==> src/rtl/idft_pkg.sv <==
// ----------------------------------------------------------------------------
// idft_pkg
// Shared widths, constants and controller/datapath types for the idle timer.
// ----------------------------------------------------------------------------
package idft_pkg;

  localparam int IDLE_W  = 24;
  localparam int DELTA_W = 16;
  localparam int BRT_W   = 8;
  localparam int PCT_W   = 7;
  localparam int FADE_W  = 10;

  localparam int FADE_MS = 500;
  localparam int PCT_MAX = 100;

  // Reset values of the configuration registers.
  localparam logic [IDLE_W-1:0] DIM_AFTER_RST = IDLE_W'(30000);
  localparam logic [IDLE_W-1:0] OFF_AFTER_RST = IDLE_W'(120000);
  localparam logic [BRT_W-1:0]  USER_BRT_RST  = BRT_W'(255);
  localparam logic [PCT_W-1:0]  DIM_PCT_RST   = PCT_W'(30);

  // Division by 100 of a product below 2^15 as a multiply and shift.
  localparam int TPROD_W    = BRT_W + PCT_W;
  localparam int RCP100_SH  = 19;
  localparam int RCP100_W   = 13;
  localparam logic [RCP100_W-1:0] RCP100 = RCP100_W'(((1 << RCP100_SH) / 100) + 1);

  // Division by the fade length as a multiply, shift and one correction step.
  localparam int PROD_W   = BRT_W + FADE_W;
  localparam int FRCP_W   = PROD_W + 1;
  localparam logic [FRCP_W-1:0] FADE_RCP = FRCP_W'((1 << PROD_W) / FADE_MS);
  localparam int QE_W     = FRCP_W;
  localparam int QEF_W    = QE_W + FADE_W;

  localparam int PADDR_W = 4;
  localparam int PDATA_W = 32;

  typedef enum logic [1:0] {
    REG_DIM_AFTER = 2'd0,
    REG_OFF_AFTER = 2'd1,
    REG_USER_BRT  = 2'd2,
    REG_DIM_PCT   = 2'd3
  } reg_idx_t;

  typedef struct packed {
    logic load;
    logic eval;
    logic tgt;
    logic rcp;
    logic mul;
    logic diva;
    logic divb;
    logic emit;
  } ctrl_cmd_t;

  typedef struct packed {
    logic res_now;
    logic fade_go;
    logic out_free;
  } dp_status_t;

endpackage

==> src/rtl/idft_ctrl.sv <==
// ----------------------------------------------------------------------------
// idft_ctrl
// Sequencer that steps one item through evaluation and the brightness math.
// ----------------------------------------------------------------------------
module idft_ctrl
  import idft_pkg::*;
(
  input  logic       clk,
  input  logic       rst_n,
  input  logic       in_valid,
  output logic       in_ready,
  input  dp_status_t st,
  output ctrl_cmd_t  cmd
);

  typedef enum logic [7:0] {
    S_IDLE = 8'b0000_0001,
    S_EVAL = 8'b0000_0010,
    S_TGT  = 8'b0000_0100,
    S_RCP  = 8'b0000_1000,
    S_MUL  = 8'b0001_0000,
    S_DIVA = 8'b0010_0000,
    S_DIVB = 8'b0100_0000,
    S_EMIT = 8'b1000_0000
  } state_t;

  state_t state_r, state_nxt;

  always_comb begin
    state_nxt = state_r;
    cmd       = '0;
    in_ready  = 1'b0;
    unique case (state_r)
      S_IDLE: begin
        in_ready = 1'b1;
        if (in_valid) begin
          cmd.load  = 1'b1;
          state_nxt = S_EVAL;
        end
      end
      S_EVAL: begin
        cmd.eval = 1'b1;
        priority if (st.res_now) begin
          state_nxt = S_EMIT;
        end else if (st.fade_go) begin
          state_nxt = S_TGT;
        end else begin
          state_nxt = S_IDLE;
        end
      end
      S_TGT: begin
        cmd.tgt   = 1'b1;
        state_nxt = S_RCP;
      end
      S_RCP: begin
        cmd.rcp   = 1'b1;
        state_nxt = S_MUL;
      end
      S_MUL: begin
        cmd.mul   = 1'b1;
        state_nxt = S_DIVA;
      end
      S_DIVA: begin
        cmd.diva  = 1'b1;
        state_nxt = S_DIVB;
      end
      S_DIVB: begin
        cmd.divb  = 1'b1;
        state_nxt = S_EMIT;
      end
      S_EMIT: begin
        if (st.out_free) begin
          cmd.emit  = 1'b1;
          state_nxt = S_IDLE;
        end
      end
      default: begin
        state_nxt = S_IDLE;
      end
    endcase
  end

  always_ff @(posedge clk) begin
    if (!rst_n) begin
      state_r <= S_IDLE;
    end else begin
      state_r <= state_nxt;
    end
  end

endmodule

==> src/rtl/idft_dp.sv <==
// ----------------------------------------------------------------------------
// idft_dp
// Idle and fade state, brightness arithmetic and the result output register.
// ----------------------------------------------------------------------------
module idft_dp
  import idft_pkg::*;
(
  input  logic               clk,
  input  logic               rst_n,
  input  ctrl_cmd_t          cmd,
  output dp_status_t         st,
  input  logic               in_req_type,
  input  logic [DELTA_W-1:0] in_delta_ms,
  input  logic [IDLE_W-1:0]  dim_after_ms,
  input  logic [IDLE_W-1:0]  off_after_ms,
  input  logic [BRT_W-1:0]   user_brightness,
  input  logic [PCT_W-1:0]   dim_percent,
  output logic               out_valid,
  input  logic               out_ready,
  output logic [BRT_W-1:0]   out_brightness,
  output logic               out_power_off
);

  logic                         req_r;
  logic [DELTA_W-1:0]           delta_r;
  logic [IDLE_W-1:0]            idle_r;
  logic                         dimmed_r;
  logic [FADE_W-1:0]            fade_r;
  logic                         off_r;
  logic [TPROD_W-1:0]           tprod_r;
  logic [BRT_W-1:0]             tgt_r;
  logic [PROD_W-1:0]            prod_r;
  logic [PROD_W+FRCP_W-1:0]     rprod_r;
  logic [BRT_W-1:0]             res_brt_r;
  logic                         res_pwr_r;
  logic                         out_valid_r;
  logic [BRT_W-1:0]             out_brt_r;
  logic                         out_pwr_r;

  logic [IDLE_W:0]              sum;
  logic [IDLE_W-1:0]            sat;
  logic                         hit_off;
  logic                         dim_now;
  logic [FADE_W-1:0]            fbase;
  logic [DELTA_W:0]             fade_sum;
  logic [FADE_W-1:0]            fnew;
  logic                         fade_go;
  logic [PCT_W-1:0]             pct_c;
  logic [TPROD_W+RCP100_W-1:0]  tq;
  logic [BRT_W-1:0]             diff;
  logic [QE_W-1:0]              qe;
  logic [QEF_W-1:0]             qef;
  logic [QEF_W-1:0]             rem;
  logic [QE_W-1:0]              q;

  always_comb begin
    sum      = {1'b0, idle_r} + {{(IDLE_W+1-DELTA_W){1'b0}}, delta_r};
    sat      = sum[IDLE_W] ? '1 : sum[IDLE_W-1:0];
    hit_off  = (sat >= off_after_ms);
    dim_now  = dimmed_r | (sat >= dim_after_ms);
    fbase    = dimmed_r ? fade_r : '0;
    fade_sum = {{(DELTA_W+1-FADE_W){1'b0}}, fbase} + {1'b0, delta_r};
    fnew     = (fade_sum >= (DELTA_W+1)'(FADE_MS)) ? FADE_W'(FADE_MS)
                                                   : fade_sum[FADE_W-1:0];
    fade_go  = dim_now && (fbase < FADE_W'(FADE_MS));

    pct_c    = (dim_percent > PCT_W'(PCT_MAX)) ? PCT_W'(PCT_MAX) : dim_percent;
    tq       = (TPROD_W+RCP100_W)'(tprod_r) * (TPROD_W+RCP100_W)'(RCP100);
    diff     = user_brightness - tgt_r;

    qe       = rprod_r[PROD_W+FRCP_W-1:PROD_W];
    qef      = QEF_W'(qe) * QEF_W'(FADE_MS);
    rem      = {{(QEF_W-PROD_W){1'b0}}, prod_r} - qef;
    q        = qe + QE_W'(rem >= QEF_W'(FADE_MS));
  end

  always_comb begin
    st.out_free = !out_valid_r || out_ready;
    st.res_now  = 1'b0;
    st.fade_go  = 1'b0;
    if (!off_r) begin
      if (req_r) begin
        st.res_now = dimmed_r;
      end else begin
        st.res_now = hit_off;
        st.fade_go = !hit_off && fade_go;
      end
    end
  end

  always_ff @(posedge clk) begin
    if (!rst_n) begin
      idle_r   <= '0;
      dimmed_r <= 1'b0;
      fade_r   <= '0;
      off_r    <= 1'b0;
    end else if (cmd.eval && !off_r) begin
      if (req_r) begin
        idle_r <= '0;
        if (dimmed_r) begin
          dimmed_r <= 1'b0;
          fade_r   <= '0;
        end
      end else begin
        idle_r <= sat;
        if (hit_off) begin
          off_r <= 1'b1;
        end else begin
          dimmed_r <= dim_now;
          fade_r   <= fade_go ? fnew : fbase;
        end
      end
    end
  end

  always_ff @(posedge clk) begin
    if (cmd.load) begin
      req_r   <= in_req_type;
      delta_r <= in_delta_ms;
    end
    if (cmd.eval) begin
      if (req_r) begin
        res_brt_r <= user_brightness;
        res_pwr_r <= 1'b0;
      end else begin
        res_brt_r <= '0;
        res_pwr_r <= 1'b1;
      end
    end
    if (cmd.tgt) begin
      tprod_r <= TPROD_W'(user_brightness) * TPROD_W'(pct_c);
    end
    if (cmd.rcp) begin
      tgt_r <= tq[RCP100_SH+BRT_W-1:RCP100_SH];
    end
    if (cmd.mul) begin
      prod_r <= PROD_W'(diff) * PROD_W'(fade_r);
    end
    if (cmd.diva) begin
      rprod_r <= (PROD_W+FRCP_W)'(prod_r) * (PROD_W+FRCP_W)'(FADE_RCP);
    end
    if (cmd.divb) begin
      res_brt_r <= user_brightness - q[BRT_W-1:0];
      res_pwr_r <= 1'b0;
    end
    if (cmd.emit) begin
      out_brt_r <= res_brt_r;
      out_pwr_r <= res_pwr_r;
    end
  end

  always_ff @(posedge clk) begin
    if (!rst_n) begin
      out_valid_r <= 1'b0;
    end else if (cmd.emit) begin
      out_valid_r <= 1'b1;
    end else if (out_ready) begin
      out_valid_r <= 1'b0;
    end
  end

  assign out_valid      = out_valid_r;
  assign out_brightness = out_brt_r;
  assign out_power_off  = out_pwr_r;

endmodule

==> src/rtl/idle_dim_fade_poweroff_timer_core.sv <==
// ----------------------------------------------------------------------------
// idle_dim_fade_poweroff_timer_core
// Inactivity timer with backlight fade-out and power-off request.
// ----------------------------------------------------------------------------
// One item is handled at a time by a small sequencer. A beat that causes no
// result passes from acceptance through evaluation back to idle; an activity
// beat that restores the brightness, or a tick that requests power off, goes
// from evaluation straight to the emit state; a tick that advances the fade
// runs through the multiply path (target level, reciprocal scale, fade
// product, divide by the fade length and correction) before it is emitted. A
// finished result sits in an output register, and the block only stalls when
// a new result arrives while the previous one is still unread, holding in its
// emit state until it is taken. Configuration registers are at byte addresses
// 0, 4, 8 and 12 and are read back through prdata.
module idle_dim_fade_poweroff_timer_core
  import idft_pkg::*;
(
  input  logic               clk,
  input  logic               rst_n,
  input  logic               in_valid,
  output logic               in_ready,
  input  logic               in_req_type,
  input  logic [DELTA_W-1:0] in_delta_ms,
  output logic               out_valid,
  input  logic               out_ready,
  output logic [BRT_W-1:0]   out_brightness,
  output logic               out_power_off,
  input  logic               psel,
  input  logic               penable,
  input  logic               pwrite,
  input  logic [PADDR_W-1:0] paddr,
  input  logic [PDATA_W-1:0] pwdata,
  output logic [PDATA_W-1:0] prdata,
  output logic               pready
);

  logic [IDLE_W-1:0] dim_after_r;
  logic [IDLE_W-1:0] off_after_r;
  logic [BRT_W-1:0]  user_brt_r;
  logic [PCT_W-1:0]  dim_pct_r;
  reg_idx_t          reg_idx;
  logic              wr_en;
  ctrl_cmd_t         cmd;
  dp_status_t        st;

  assign pready  = 1'b1;
  assign reg_idx = reg_idx_t'(paddr[PADDR_W-1:2]);
  assign wr_en   = psel && penable && pwrite && pready;

  always_ff @(posedge clk) begin
    if (!rst_n) begin
      dim_after_r <= DIM_AFTER_RST;
      off_after_r <= OFF_AFTER_RST;
      user_brt_r  <= USER_BRT_RST;
      dim_pct_r   <= DIM_PCT_RST;
    end else if (wr_en) begin
      unique case (reg_idx)
        REG_DIM_AFTER: dim_after_r <= pwdata[IDLE_W-1:0];
        REG_OFF_AFTER: off_after_r <= pwdata[IDLE_W-1:0];
        REG_USER_BRT:  user_brt_r  <= pwdata[BRT_W-1:0];
        REG_DIM_PCT:   dim_pct_r   <= pwdata[PCT_W-1:0];
        default: begin
        end
      endcase
    end
  end

  always_comb begin
    prdata = '0;
    unique case (reg_idx)
      REG_DIM_AFTER: prdata = {{(PDATA_W-IDLE_W){1'b0}}, dim_after_r};
      REG_OFF_AFTER: prdata = {{(PDATA_W-IDLE_W){1'b0}}, off_after_r};
      REG_USER_BRT:  prdata = {{(PDATA_W-BRT_W){1'b0}}, user_brt_r};
      REG_DIM_PCT:   prdata = {{(PDATA_W-PCT_W){1'b0}}, dim_pct_r};
      default:       prdata = '0;
    endcase
  end

  idft_ctrl u_ctrl (
    .clk      (clk),
    .rst_n    (rst_n),
    .in_valid (in_valid),
    .in_ready (in_ready),
    .st       (st),
    .cmd      (cmd)
  );

  idft_dp u_dp (
    .clk             (clk),
    .rst_n           (rst_n),
    .cmd             (cmd),
    .st              (st),
    .in_req_type     (in_req_type),
    .in_delta_ms     (in_delta_ms),
    .dim_after_ms    (dim_after_r),
    .off_after_ms    (off_after_r),
    .user_brightness (user_brt_r),
    .dim_percent     (dim_pct_r),
    .out_valid       (out_valid),
    .out_ready       (out_ready),
    .out_brightness  (out_brightness),
    .out_power_off   (out_power_off)
  );

endmodule

==> config.mk <==
export PLATFORM = sky130hd
export DESIGN_NAME = idle_dim_fade_poweroff_timer_core
export DESIGN_NICKNAME = d
export VERILOG_FILES = /design/src/rtl/idft_pkg.sv /design/src/rtl/idft_ctrl.sv /design/src/rtl/idft_dp.sv /design/src/rtl/idle_dim_fade_poweroff_timer_core.sv
export SDC_FILE = /design/constraint.sdc
export NUM_CORES = 1
export LEC_CHECK = 0
export ABC_AREA = 1
export BUFFER_PORTS_ARGS = -buffer_cell sky130_fd_sc_hd__buf_2
export CORE_UTILIZATION = 45
export DETAILED_ROUTE_END_ITERATION = 12
export SETUP_SLACK_MARGIN = 0.5
export SKIP_LAST_GASP = 1
export SYNTH_ARGS = -nofsm -noshare
export SYNTH_HDL_FRONTEND = slang
export SYNTH_HIERARCHICAL = 1
export SYNTH_SLANG_ARGS = --single-unit
==> constraint.sdc <==
create_clock -name clk -period 9.03 [get_ports clk]
set_input_delay 0.4515 -clock clk [delete_from_list [all_inputs] [get_ports clk]]
set_output_delay 0.4515 -clock clk [all_outputs]
set_load 0.02 [all_outputs]
# ---- Yosys cells after proc, flatten, opt, wreduce, memory -nomap -nowiden
# Index checks and enable logic that the tools add are counted.
dict set report op_classes {
  addsub 6
  n_mul 5
  n_lt_le_gt_ge 6
  eq_ne 15
  n_mux 37
  bitwise_logic 2
  n_reduce_logical 20
}
# op count
set ops {}
lappend ops {{one-hot mux 32 bit (4 select lines)} 1}
lappend ops {{one-hot mux 8 bit (8 select lines)} 1}
lappend ops {{2-to-1 mux 10 bit} 6}
lappend ops {{>= comparator 24 bit} 2}
lappend ops {{2-to-1 mux 24 bit} 2}
lappend ops {{2-to-1 mux 8 bit} 6}
lappend ops {{>= comparator 29 x 9 -> 1 bit, second input constant} 1}
lappend ops {{subtractor 18 x 28 -> 29 bit} 1}
lappend ops {{multiplier 15 x 13 -> 27 bit, second input constant} 1}
lappend ops {{multiplier 18 x 8 -> 26 bit, second input constant} 1}
lappend ops {{adder 24 x 16 -> 25 bit} 1}
lappend ops {{multiplier 8 x 10 -> 18 bit} 1}
lappend ops {{2-to-1 mux 1 bit} 18}
lappend ops {{adder 10 x 16 -> 17 bit} 1}
lappend ops {{>= comparator 17 x 9 -> 1 bit, second input constant} 1}
lappend ops {{multiplier 10 x 7 -> 17 bit, second input constant} 1}
lappend ops {{subtractor 8 bit} 2}
lappend ops {{multiplier 8 x 7 -> 15 bit} 1}
lappend ops {{AND reduction 2 bit} 6}
lappend ops {{less-than comparator 10 x 9 -> 1 bit, second input constant} 1}
lappend ops {{adder 8 x 1 -> 8 bit} 1}
lappend ops {{equality test 8 x 1 -> 1 bit, second input constant} 1}
lappend ops {{equality test 8 x 2 -> 1 bit, second input constant} 1}
lappend ops {{equality test 8 x 3 -> 1 bit, second input constant} 1}
lappend ops {{21 further kinds} 32}
dict set report word_totals {
  ff_bits 210
  in_bits 60
  output_inout_bits 44
  elab_cells 111
}

# ---- Longest topological paths before layout
dict set report logic_depth {
  word_depth 11
  ltp_mapped 40
  depth_no_buf 40
}

# ---- Hierarchy
# The synthesis kept the hierarchy.
# module n_inst cells_per_inst area_each_um2
set modules_own_cells {}
lappend modules_own_cells {idft_dp 1 2605 20415.8}
lappend modules_own_cells {idle_dim_fade_poweroff_timer_core 1 422 2886.5}
lappend modules_own_cells {idft_ctrl 1 86 544.3}

# ---- Worst setup path after synthesis
# No wires, ideal clock.
dict set report synth_path {
  kind {flip-flop to flip-flop}
  from {register u_dp.rprod_r[18]}
  to {register u_dp.res_brt_r[6] (data pin)}
  setup_ns 0.266
  arrival_ns 6.650
  required_time_ns 8.764
  path_slack_ns 2.114
  stages_incl_launch_ff 38
  n_path_buf 0
  cell_sequence {edfxtp_1 > fa_1 > fa_1 > inv_1 > fa_1 > fa_1 > inv_1 > ha_1 > a21oi_1 > and2_1 > inv_1 > a21o_1 > a21o_1 > a21oi_1 > xor2_1 > ha_1 > a21oi_1 > o21ai_0 > [2 not listed] > nand2_1 > nand2_1 > nor2_1 > nand3_1 > nor2_1 > nand3_1 > fa_1 > ha_1 > nor2_1 > fa_1 > nand2_1 > a21oi_1 > nor2_1 > nor2_1 > nor2_1 > o21ai_0 > nand2_1 > o32ai_1}
}
dict set report synth_between {
  elab_chain_cells 6
}
# element line
set synth_rtl {}
lappend synth_rtl {{from (decl)} idft_dp.sv:33} ;# logic [PROD_W+FRCP_W-1:0] rprod_r;
lappend synth_rtl {{from (signal assigned)} idft_dp.sv:140} ;# rprod_r <= (PROD_W+FRCP_W)'(prod_r) * (PROD_W+FRCP_W)'(FADE_RCP);
lappend synth_rtl {{multiplier 10 x 7 -> 17 bit} idft_dp.sv:72} ;# qef = QEF_W'(qe) * QEF_W'(FADE_MS);
lappend synth_rtl {{subtractor 18 x 28 -> 29 bit} idft_dp.sv:73} ;# rem = {{(QEF_W-PROD_W){1'b0}}, prod_r} - qef;
lappend synth_rtl {{>= comparator 29 x 9 -> 1 bit} idft_dp.sv:74} ;# q = qe + QE_W'(rem >= QEF_W'(FADE_MS));
lappend synth_rtl {{adder 8 x 1 -> 8 bit *} idft_dp.sv:74}
lappend synth_rtl {{subtractor 8 bit *} idft_dp.sv:143} ;# res_brt_r <= user_brightness - q[BRT_W-1:0];
lappend synth_rtl {{2-to-1 mux 8 bit *} idft_dp.sv:142} ;# if (cmd.divb) begin
lappend synth_rtl {{to (signal assigned)} idft_dp.sv:123} ;# res_brt_r <= user_brightness;
lappend synth_rtl {{to (signal assigned)} idft_dp.sv:143}
lappend synth_rtl {{to (decl)} idft_dp.sv:34} ;# logic [BRT_W-1:0] res_brt_r;
# Mark *: on every way between the ends. The rest lies on a longest branch, timed or not.
# A chain may end at the register's enable or synchronous reset.

# ---- Final worst setup path
dict set report layout_path {
  from {register u_dp.rprod_r[20]}
  to {register u_dp.res_brt_r[6] (data pin)}
}
# The elaborated chain is that of the path after synthesis.

==> flow_summary.rst <==
.. list-table::
   :header-rows: 1

   * - Metric
     - Value
   * - Run status
     - complete, no violations
   * - Number of distinct library cells after synthesis
     - 56
   * - Minimum period implied by the final worst setup slack
     - 7.73 ns
   * - Leakage power summed over all cells
     - 13.7 nW
   * - Clock insertion delay at the later pin of the skew report
     - 0.46 ns
   * - Area share of the largest cell type after synthesis
     - 19.4%
   * - Share of layout cells above drive strength 1
     - 6.12%
   * - Syn Std Cell Area
     - 0.0238 mm²
   * - Final count of negative-setup-slack endpoints
     - 0
   * - Met2 layer usage reported by global route
     - 40.6%
   * - Dominant cell type by area after synthesis
     - ha_1
   * - Total of warnings raised by yosys
     - 6
   * - Top cells by area, synth
     - ha_1 19%, fa_1 16%, nand2_1 11%, edfxtp_1 11%, inv_1 9.8%
   * - Initial drt markers
     - 861
   * - Setup TNS
     - 0 ns
   * - Wire length per cell
     - 14.8 µm
   * - CTS H-tree depth
     - 4
   * - Global routing's busiest layer
     - met2
   * - Mean area per synthesized cell
     - 7.66 µm²
   * - Global-route track usage on met1
     - 27.5%
   * - Worst setup timing slack at the placement stage
     - 1.27 ns
   * - Main flop type after synthesis
     - dfxtp_1
   * - Vias per Instance
     - 5.04
   * - Wire length of the first global-routing pass
     - 96900 µm
   * - Biggest cell delay along the critical path
     - 0.58 ns
   * - Remaining global-route overflow
     - 0
   * - Clk pin slew, worst setup/hold paths
     - 0.09 ns
   * - Clock tree from TritonCTS
     - built
   * - Worst path slowest cell
     - fa_1
   * - Clk_skew
     - 0.0181 ns
   * - Required time worst endpoint
     - 9.24 ns
   * - Cell repeated most along the worst path
     - nor2_1
   * - Total power density per cell area
     - 93.6 mW/mm²
   * - Post-Route WL
     - 57400 µm
   * - Total GRT Usage
     - 22.2%
   * - ANT cells
     - 0
   * - Core Area
     - 0.0524 mm²
   * - Quantity of hold-fixing buffers added after cts
     - 0
   * - Number of slew-limit violations in the final report
     - 0
   * - Post CTS Setup Buffer Count
     - 0
   * - Global-route met3 utilization
     - 1.61%
   * - Number of enable-type register cells in the synthesized netlist
     - 85
   * - Worst Path Class, Setup
     - flip-flop to flip-flop
   * - Internal reg-to-reg setup slack
     - 1.30 ns
   * - Total clock sinks
     - 194
   * - RSZ-0062 raised after global routing
     - false
   * - Data arrival time of the critical path
     - 7.94 ns
   * - GP Congestion
     - 0.874
   * - Post-DRT Antenna Nets
     - 0
   * - Sequential fraction of the synthesis area
     - 19.9%
   * - Post-route clock period utilization
     - 85.6%
   * - I/O Pins
     - 104
   * - Post-synthesis instance total
     - 3113
   * - Number of gates resized after CTS
     - 0
   * - Number of buffers added by the clock tree synthesis step
     - 17
   * - Via count of the first global-routing pass
     - 19947
   * - Proportion of synthesized flip-flops having asynchronous set or reset
     - 0%
   * - Slew headroom
     - 32.5%
   * - Initial standard-cell utilization of the core
     - 45.5%
   * - Area growth, synth to finish
     - 6.87%
   * - PortBufs
     - 84
   * - Residual DRC
     - 0
   * - Root buf cell
     - clkbuf_16
   * - Die width
     - 232 µm
   * - Worst IR Drop VDD
     - 0.0835 mV
   * - Min setup slack post-route
     - 1.30 ns
   * - Maximum number of pins on one net before global-route repair
     - 68
   * - Max_cap viols
     - 0
   * - Die height
     - 232 µm
   * - NumNets Final
     - 3793
   * - Area enclosed by the die boundary
     - 0.0539 mm²
   * - Final count of hold timing violations
     - 0
   * - Number of flip-flops and latches in the synthesized netlist
     - 194
   * - Type of element capturing the critical path
     - flip-flop
   * - Min-Delay Path Class
     - input port to flip-flop
   * - Final HPWL DP
     - 47800 µm
   * - Critical path peak fanout
     - 6
   * - Worst Tran Pin Value
     - 1.01 ns
   * - Highest clock frequency the design can meet
     - 129 MHz
   * - Number of rows created at floorplan
     - 84
   * - Buffers from clock root to sink, at most
     - 2
   * - Initial antenna violation count
     - 0
   * - Via Count
     - 19514
   * - Critical Path Source Type
     - flip-flop
   * - Detailed-routing iteration count for the pre-antenna-repair pass
     - 5
[where the power goes]
group / total (mW) / leakage (nW) / switching (mW) / internal (mW)
Sequential: 0.988 / 1.67 / 0.0276 / 0.961
Clock: 0.767 / 0.287 / 0.394 / 0.373
Combinational: 0.631 / 11.7 / 0.391 / 0.241
Total: 2.39 / 13.7 / 0.812 / 1.57
[cell usage in the layout (no fill, tap or decap), types with 21 or more instances in the layout]
master	instances
xor2_1	55
nand2_1	697
nor2_1	253
o21ai_0	64
edfxtp_1	85
inv_1	625
fa_1	192
xnor2_1	21
dfxtp_1	109
nand3_1	155
ha_1	369
buf_2	84
nand4_1	35
a21oi_1	194
[area by class of cell]
class | count | area (µm²)
tap | 688 | 861
clock inverter | 15 | 160
fill | 5178 | 27000
inverter | 642 | 2410
multi-input combinational | 2227 | 16400
sequential | 194 | 4730
clock buffer | 17 | 425
timing repair buffer | 90 | 465
[stage by stage]
stage / hold WS [ns] / power [mW] / util (%) / cells / cell area (µm²)
2_1_floorplan: 0.400 / 1.48 / - / 3120 / 23900
3_3_place_gp: 0.406 / 1.62 / 47.5 / 3841 / 24900
3_5_place_dp: 0.410 / 1.64 / 47.5 / 3841 / 24900
4_1_cts: 0.152 / 2.41 / 48.6 / 3873 / 25500
5_1_grt: 0.149 / 2.53 / 48.6 / 3873 / 25500
6_report: 0.171 / 2.39 / 48.6 / 3873 / 25500
[synthesized netlist by cell type, types with 2 or more instances]
| cell | count |
|---|---|
| nand2_1 | 697 |
| inv_1 | 625 |
| ha_1 | 369 |
| nor2_1 | 254 |
| a21oi_1 | 194 |
| fa_1 | 192 |
| nand3_1 | 155 |
| dfxtp_1 | 109 |
| edfxtp_1 | 85 |
| o21ai_0 | 64 |
| xor2_1 | 55 |
| nand4_1 | 35 |
| clkbuf_1 | 22 |
| xnor2_1 | 21 |
| a21o_1 | 18 |
| a22o_1 | 16 |
| buf_2 | 16 |
| nand3_2 | 16 |
| nor3_1 | 16 |
| buf_4 | 14 |
| inv_2 | 13 |
| or2_2 | 12 |
| nand3b_1 | 11 |
| a31oi_1 | 9 |
| nand2_2 | 9 |
| o21a_1 | 9 |
| nor4_1 | 7 |
| o21bai_1 | 7 |
| nor2_2 | 6 |
| o2111ai_1 | 6 |
| nor2_4 | 5 |
| and2_1 | 4 |
| o211ai_1 | 4 |
| o32ai_1 | 4 |
| buf_1 | 3 |
| nand2_4 | 3 |
| o221ai_1 | 3 |
| a211oi_1 | 2 |
| buf_6 | 2 |
| clkinv_1 | 2 |
| conb_1 | 2 |
| o21ai_1 | 2 |
| o31ai_1 | 2 |
[worst max-delay path, delay by kind of cell, from the launching register on]
kind | cells | cell delay [ns]
flops | 1 | 0.52
compound gates | 8 | 1.21
simple gates | 16 | 1.51
xor+xnor | 1 | 0.21
buf+inv | 3 | 0.17
fa+ha+maj | 9 | 3.85
[cells by family (layout without fill, tap and decap cells)]
| family | Yosys count | in the layout | share of synthesized area [%] |
|---|---|---|---|
| simple gates | 1235 | 1235 | 22.1 |
| compound gates | 346 | 346 | 8.31 |
| flops | 194 | 194 | 19.9 |
| buf+inv | 699 | 764 | 11.4 |
| xor+xnor | 76 | 76 | 2.79 |
| fa+ha+maj | 561 | 561 | 35.5 |
| other cells | 2 | 9 | 0.0315 |
[final timing paths]
check / from / endpoint / cells after the start
worst min register to register: u_dp/res_brt_r[2]$_DFFE_PP_ / u_dp/out_brightness[2]$_DFFE_PP_ / 0
worst max register to register: u_dp/rprod_r[20]$_DFFE_PP_ / u_dp/res_brt_r[6]$_DFFE_PP_ / 37
worst max-delay path: u_dp/rprod_r[20]$_DFFE_PP_ / u_dp/res_brt_r[6]$_DFFE_PP_ / 37
worst min-delay path: in_delta_ms[4] / u_dp/delta_r[4]$_DFFE_PP_ / 1
[state kept, by name (all words and copies together), names as in the netlist, 7 cells and up]
signal and cells:
u_dp/tprod_r 15, u_dp/fade_r 10, u_dp/idle_r 24, u_dp/prod_r 18, u_dp/tgt_r 8, dim_after_r 24, u_dp/res_brt_r 8, user_brt_r 8
u_ctrl/state_r 8, u_dp/out_brightness 8, dim_pct_r 7, off_after_r 24, u_dp/delta_r 16, u_dp/rprod_r 10
[per-layer routing]
| metal | share of wire, % | routed length [µm] | vias up |
|---|---|---|---|
| li1 | - | - | 9964 |
| met1 | 45 | 26100 | 9204 |
| met2 | 50 | 28800 | 278 |
| met3 | 2.2 | 1280 | 68 |
| met4 | 2.3 | 1310 | 0 |
| met5 | 0 | 0 | - |
Power figures use the tool's default switching activity.
